### config.mk
export PLATFORM = sky130hd
export DESIGN_NAME = bracket_quote_tracking_scanner_core
export DESIGN_NICKNAME = d
export VERILOG_FILES = /design/src/rtl/bqts_pkg.sv /design/src/rtl/bracket_quote_tracking_scanner_core.sv
export SDC_FILE = /design/constraint.sdc
export NUM_CORES = 1
export LEC_CHECK = 0
export BUFFER_PORTS_ARGS = -buffer_cell sky130_fd_sc_hd__buf_2
export CAP_MARGIN = 20
export CELL_PAD_IN_SITES_DETAIL_PLACEMENT = 2
export CELL_PAD_IN_SITES_GLOBAL_PLACEMENT = 2
export CORE_ASPECT_RATIO = 1.75
export CORE_MARGIN = 10
export CORE_UTILIZATION = 35
export DETAILED_ROUTE_END_ITERATION = 8
export PLACE_DENSITY_LB_ADDON = 0.08
export SLEW_MARGIN = 25
export SYNTH_ARGS = -nofsm -noshare
export SYNTH_HDL_FRONTEND = slang
export SYNTH_SLANG_ARGS = --single-unit
### constraint.sdc
create_clock -name clk -period 8.6 [get_ports clk]
set_input_delay 0.86 -clock clk [delete_from_list [all_inputs] [get_ports clk]]
set_output_delay 0.86 -clock clk [all_outputs]
set_load 0.02 [all_outputs]
### src/rtl/bqts_pkg.sv
// Shared types and constants for the bracket and quote tracking scanner.
`default_nettype none

package bqts_pkg;

  localparam int STACK_DEPTH_DEF = 64;

  // Bracket kinds held on the stack.
  typedef enum logic [1:0] {
    KIND_PAREN = 2'd0,
    KIND_BRACK = 2'd1,
    KIND_BRACE = 2'd2
  } kind_t;

  // Quote modes reported in inside_quote.
  localparam logic [1:0] QUOTE_NONE   = 2'd0;
  localparam logic [1:0] QUOTE_SINGLE = 2'd1;
  localparam logic [1:0] QUOTE_DOUBLE = 2'd2;

  localparam logic [7:0] CH_SPACE  = 8'h20;
  localparam logic [7:0] CH_TAB    = 8'h09;
  localparam logic [7:0] CH_LF     = 8'h0A;
  localparam logic [7:0] CH_CR     = 8'h0D;
  localparam logic [7:0] CH_SQUOTE = 8'h27;
  localparam logic [7:0] CH_DQUOTE = 8'h22;
  localparam logic [7:0] CH_LPAREN = 8'h28;
  localparam logic [7:0] CH_RPAREN = 8'h29;
  localparam logic [7:0] CH_LBRACK = 8'h5B;
  localparam logic [7:0] CH_RBRACK = 8'h5D;
  localparam logic [7:0] CH_LBRACE = 8'h7B;
  localparam logic [7:0] CH_RBRACE = 8'h7D;

  typedef struct packed {
    logic [7:0] text_byte;
    logic       buffer_start;
  } in_beat_t;

  typedef struct packed {
    logic [7:0]  out_char;
    logic [6:0]  nest_depth;
    logic [1:0]  inside_quote;
    logic [31:0] line_number;
    logic        closer_mismatch;
    logic        stack_overflow;
  } out_beat_t;

endpackage

`default_nettype wire

### src/rtl/bracket_quote_tracking_scanner_core.sv
// Top level of the bracket and quote tracking scanner: one byte in, at most one byte out.
`default_nettype none

// Channel | Direction | Handshake         | Beat
// in      | input     | in_valid/in_stall | in_data (text_byte, buffer_start)
// out     | output    | out_valid/out_stall | out_data (char, depth, quote, line, flags)
//
// A byte is taken into the input register, and its result is registered in the output register
// when the byte proceeds; one byte per cycle is sustained while the output is not stalled.
// The stack top lives in a register and the entry below it is kept pre-read from the
// stack memory, so matching and popping need no wait on a memory read.
// Reset (rst, synchronous) empties the stack, clears the quote mode and the line count,
// and sets the leading whitespace suppression. A stalled output holds the input side
// only when the waiting byte would produce a result.

module bracket_quote_tracking_scanner_core #(
  parameter int STACK_DEPTH = bqts_pkg::STACK_DEPTH_DEF
) (
  input  wire                      clk,
  input  wire                      rst,
  input  wire                      in_valid,
  output logic                     in_stall,
  input  wire bqts_pkg::in_beat_t  in_data,
  output logic                     out_valid,
  input  wire                      out_stall,
  output bqts_pkg::out_beat_t      out_data
);
  import bqts_pkg::*;

  localparam int CW = $clog2(STACK_DEPTH + 1);
  localparam int AW = $clog2(STACK_DEPTH);

  // Input register.
  logic     in_q_valid;
  in_beat_t in_q;

  // Scanner state.
  logic [CW-1:0] count, count_next;
  logic [1:0]    quote_mode, quote_mode_next;
  logic          last_was_space, last_was_space_next;
  logic [31:0]   newline_count, newline_count_next;
  kind_t         top, top_next;
  kind_t         below;

  kind_t         stack_mem [STACK_DEPTH];
  logic [AW-1:0] rd_addr;
  logic          push;

  logic          proceed;
  logic          emit;
  out_beat_t     result;

  logic [7:0]    c;
  logic [CW-1:0] cnt;
  logic          lws;
  logic          is_ws, is_nl;
  logic          is_open, is_close;
  kind_t         open_kind, close_kind;

  always_comb begin
    c   = in_q.text_byte;
    cnt = in_q.buffer_start ? '0 : count;
    lws = in_q.buffer_start ? 1'b1 : last_was_space;

    is_nl = (c == CH_LF) || (c == CH_CR);
    is_ws = is_nl || (c == CH_SPACE) || (c == CH_TAB);

    is_open   = 1'b1;
    open_kind = KIND_PAREN;
    case (c)
      CH_LPAREN: open_kind = KIND_PAREN;
      CH_LBRACK: open_kind = KIND_BRACK;
      CH_LBRACE: open_kind = KIND_BRACE;
      default:   is_open = 1'b0;
    endcase

    is_close   = 1'b1;
    close_kind = KIND_PAREN;
    case (c)
      CH_RPAREN: close_kind = KIND_PAREN;
      CH_RBRACK: close_kind = KIND_BRACK;
      CH_RBRACE: close_kind = KIND_BRACE;
      default:   is_close = 1'b0;
    endcase

    count_next          = cnt;
    quote_mode_next     = quote_mode;
    last_was_space_next = lws;
    newline_count_next  = newline_count;
    top_next            = top;
    push                = 1'b0;
    emit                = 1'b1;
    result              = '0;
    result.out_char     = c;

    if (is_nl && (newline_count != 32'hFFFF_FFFF)) begin
      newline_count_next = newline_count + 32'd1;
    end

    if (is_ws) begin
      emit                = !lws;
      last_was_space_next = 1'b1;
      result.out_char     = CH_SPACE;
    end else begin
      last_was_space_next = 1'b0;
      if (c == CH_SQUOTE || c == CH_DQUOTE) begin
        if (quote_mode == QUOTE_NONE) begin
          quote_mode_next = (c == CH_SQUOTE) ? QUOTE_SINGLE : QUOTE_DOUBLE;
        end else if ((quote_mode == QUOTE_SINGLE && c == CH_SQUOTE) ||
                     (quote_mode == QUOTE_DOUBLE && c == CH_DQUOTE)) begin
          quote_mode_next = QUOTE_NONE;
        end
      end else if (quote_mode == QUOTE_NONE) begin
        if (is_open) begin
          if (cnt < CW'(STACK_DEPTH)) begin
            push       = 1'b1;
            top_next   = open_kind;
            count_next = cnt + CW'(1);
          end else begin
            result.stack_overflow = 1'b1;
          end
        end else if (is_close) begin
          if ((cnt != '0) && (top == close_kind)) begin
            // The pre-read entry below the top becomes the new top.
            top_next   = below;
            count_next = cnt - CW'(1);
          end else begin
            result.closer_mismatch = 1'b1;
          end
        end
      end
    end

    result.nest_depth   = 7'(count_next);
    result.inside_quote = quote_mode_next;
    result.line_number  = newline_count_next;
  end

  assign proceed  = in_q_valid && (!emit || !out_valid || !out_stall);
  assign in_stall = in_q_valid && !proceed;

  // Address of the entry just below the top after this cycle's update.
  always_comb begin
    if (proceed) begin
      rd_addr = (count_next < CW'(2)) ? '0 : AW'(count_next - CW'(2));
    end else begin
      rd_addr = (count < CW'(2)) ? '0 : AW'(count - CW'(2));
    end
  end

  always_ff @(posedge clk) begin
    if (proceed && push) begin
      stack_mem[AW'(cnt)] <= top_next;
    end
    below <= stack_mem[rd_addr];
  end

  always_ff @(posedge clk) begin
    if (rst) begin
      in_q_valid     <= 1'b0;
      out_valid      <= 1'b0;
      count          <= '0;
      quote_mode     <= QUOTE_NONE;
      last_was_space <= 1'b1;
      newline_count  <= '0;
    end else begin
      if (in_valid && !in_stall) begin
        in_q_valid <= 1'b1;
      end else if (proceed) begin
        in_q_valid <= 1'b0;
      end

      if (proceed) begin
        count          <= count_next;
        quote_mode     <= quote_mode_next;
        last_was_space <= last_was_space_next;
        newline_count  <= newline_count_next;
      end

      if (proceed && emit) begin
        out_valid <= 1'b1;
      end else if (!out_stall) begin
        out_valid <= 1'b0;
      end
    end
  end

  always_ff @(posedge clk) begin
    if (in_valid && !in_stall) begin
      in_q <= in_data;
    end
    if (proceed) begin
      top <= top_next;
    end
    if (proceed && emit) begin
      out_data <= result;
    end
  end

endmodule

`default_nettype wire
==> results.py <==
metrics = {
    "synthesis": {
        "synth.area.mux_share_pct": 2.774,
        "syn_inst": 988,
        "ys_async_sr_fraction_pct": 0,
        "synth-edff-count": 190,
        "ys_warn_count": 0,
        "synth_top_family_by_area": "simple AND/OR/NAND/NOR gates",
        "ys_top_cells_by_count": "edfxtp_1 (190), nor2_1 (136), nand2_1 (100), a21oi_1 (55), dfxtp_1 (46)",
        "synth_cell_types": 73,
        "synth_nets": 1006,
        "avgSynthCellArea_um2": 11.19,
        "syn-cell-area_um2": 11050,
        "synth_seq_area_share_pct": 59.96,
        "synth_largest_area_cell": "edfxtp_1",
        "synth_top_area_share_pct": 51.62,
        "synth_most_common_cell": "edfxtp_1",
        "synth-simple-area-share_pct": 16.48,
        "synth_flop_cell": "edfxtp_1",
        "synth_xor_xnor_area_share_pct": 4.913,
        "synth_compound_area_share_pct": 11.77,
        "yosys-top-cells-area": "edfxtp_1 (52%), dfxtp_1 (8.3%), nor2_1 (4.6%)",
        "ys_ff_latch": 236,
        "synthAdderAreaFrac_pct": 0.5661,
    },
    "detailed_routing": {
        "top_layer": "met4",
        "wl_met3_um": 801,
        "route.antenna.remaining_nets": 0,
        "drc": 0,
        "drt-wirelength-per-cell_um": 24.95,
        "first_pass_iters": 4,
        "wl_met2_mm": 21.11,
        "wl_met1_mm": 13.09,
        "wl_mm": 36.10,
        "viasPerCell": 5.543,
        "num_vias": 8021,
        "drtIter0Drc": 255,
    },
    "global_routing": {
        "grt_util_all_layers_pct": 18.26,
        "grt_pass1_wl_mm": 55.46,
        "grt_max_degree": 66,
        "overflow": 0,
        "antenna_found_initial": 0,
        "grt_pass1_vias": 8998,
    },
    "clock_network": {
        "post_cts_buffers": 0,
        "insertion_delay_ns": 0.54,
        "clk_pin_slew_ns": 0.07,
        "h-tree-depth": 1,
        "clk_path_buf_depth": 3,
        "cts_hold_buf": 0,
        "clk_root_buffer_cell": "clkbuf_16",
        "cts-buffers-inserted": 24,
        "cts.sinks": 236,
        "cts_tree": "built",
        "ctsResizeCount": 0,
    },
    "timing": {
        "drv_slew": 0,
        "min_period_over_period_pct": 63.44,
        "setup_viol": 0,
        "rsz0062_at_grt": "false",
        "hold_slack_ns": 0.4725,
        "tightest_slew_ns": 0.9476,
        "fmax_mhz": 183.3,
        "fin_crit_ns": 5.455,
        "final.setup.tns_ns": 0,
        "relSlewSlack_pct": 36.59,
        "hold_viol": 0,
        "fin_skew_ns": 0.01942,
    },
    "setup_path": {
        "cp_data_arrival_time_ns": 5.85,
        "required_ns": 8.99,
        "critPathMaxFanout": 55,
        "worstSetupPathType": "reg -> reg",
        "cp-start-kind": "register",
        "end_kind": "register",
    },
    "placement": {
        "gp_congestion": 0.8192,
        "dpl.hpwl_mm": 25.31,
        "place_area_um2": 11670,
        "io_buffers": 65,
    },
    "die": {
        "io_pins": 66,
        "start_util_pct": 35.30,
        "die_w_um": 154.3,
        "fp.dieArea_um2": 39360,
        "core_um2": 31310,
        "dieHeight_um": 255.1,
        "fp-row-count": 86,
    },
    "final_layout": {
        "design_area_um2": 12480,
        "final_util_pct": 39.86,
        "synthToLayoutAreaGrowth_pct": 12.93,
        "nets": 1051,
        "diodes": 0,
        "drive_above_1_share_pct": 13.23,
    },
    "run_status": {
        "outcome": "completed",
    },
    "pwr": {
        "irDropWorstVdd_v": 0.0001375,
        "finalPower_uw": 2577,
        "cellLeakagePower_uw": 0.004259,
        "power_density_nw_per_um2": 206.4,
    },
    "job": {
        "max_cap_viol_count": 0,
    },
    "worst_hold_path": {
        "hp-class": "reg -> reg",
    },
}
layout by cell type, fill, tap and decap left out, types with 16 or more instances in the layout:
cell type  synthesis  routed
nor2_1           136     136
xor2_1            27      27
clkbuf_16          0      24
xnor2_1           35      35
mux2i_1           25      25
buf_2             17      65
a21oi_1           55      54
and3_1            16      16
edfxtp_1         190     190
dfxtp_1           46      46
a211oi_1          20      20
nand4_1           19      19
nand2_1          100     100
inv_1             25      24
o21ai_0           28      27
nand3_1           38      38
routing by layer:
layer / vias up / GRT usage [%]
met5: - / 0
met4: 0 / 6.580
met3: 57 / 1.951
met2: 114 / 36.81
met1: 4142 / 18.59
li1: 3708 / -
registers in the layout, summed over array words and instances, names as in the netlist:
register and flops:
top 2, in_q 1, newline_count 32, stack_mem 128
c 8, out_valid 1, last_was_space 1, count 7
quote_mode 2, below 2, out_data 51, in_q_valid 1
area by class of cell:
cell class | instances | area (um2)
inverter | 25 | 93.84
timing repair buffer | 75 | 400.4
sequential | 236 | 6626
fill | 3325 | 18830
clock inverter | 14 | 185.2
tap | 396 | 495.5
multi-input combinational | 671 | 4056
clock buffer | 30 | 623.1
final timing paths:
kind | start | end | slack, ns | cells after the start
worst max-delay path | in_q[0] | below[0] | 3.14 | 17
worst max register to register | in_q[0] | below[0] | 3.14 | 17
worst min-delay path | last_was_space | last_was_space | 0.47 | 2
worst min register to register | last_was_space | last_was_space | 0.47 | 2
per-stage QoR:
step / std cells / setup slack, ns
2_1_floorplan: 988 / 3.499
3_3_place_gp: 1403 / 3.275
3_5_place_dp: 1403 / 3.174
4_1_cts: 1447 / 3.141
5_1_grt: 1447 / 2.719
6_report: 1447 / 3.145
critical path, stage by stage (launching register included):
cell and delay, ns:
edfxtp_1 0.67, inv_1 0.24, nand2_1 0.17, ha_1 0.33, o211ai_1 0.16, o211ai_2 0.34, a221oi_1 0.45, xnor2_1 0.24
ha_1 0.26, o2111ai_1 0.15, o22ai_1 0.36, a21o_2 0.19, buf_4 0.59, mux2i_1 0.26, a22o_1 0.16, o22ai_1 0.08
o31ai_1 0.50, nand4_1 0.15
where the power goes:
part,switching (uW),internal [uW],leakage (uW)
Combinational,143,59.7,0.00177
Sequential,19.3,1250,0.00210
Clock,463,639,0.000395
Total,626,1950,0.00426
cells by family after synthesis:
logic type | after synthesis
simple gates | 386
flops | 236
compound gates | 188
buf+inv | 81
xor+xnor | 62
mux | 30
fa+ha+maj | 5
Power figures use the tool's default switching activity.
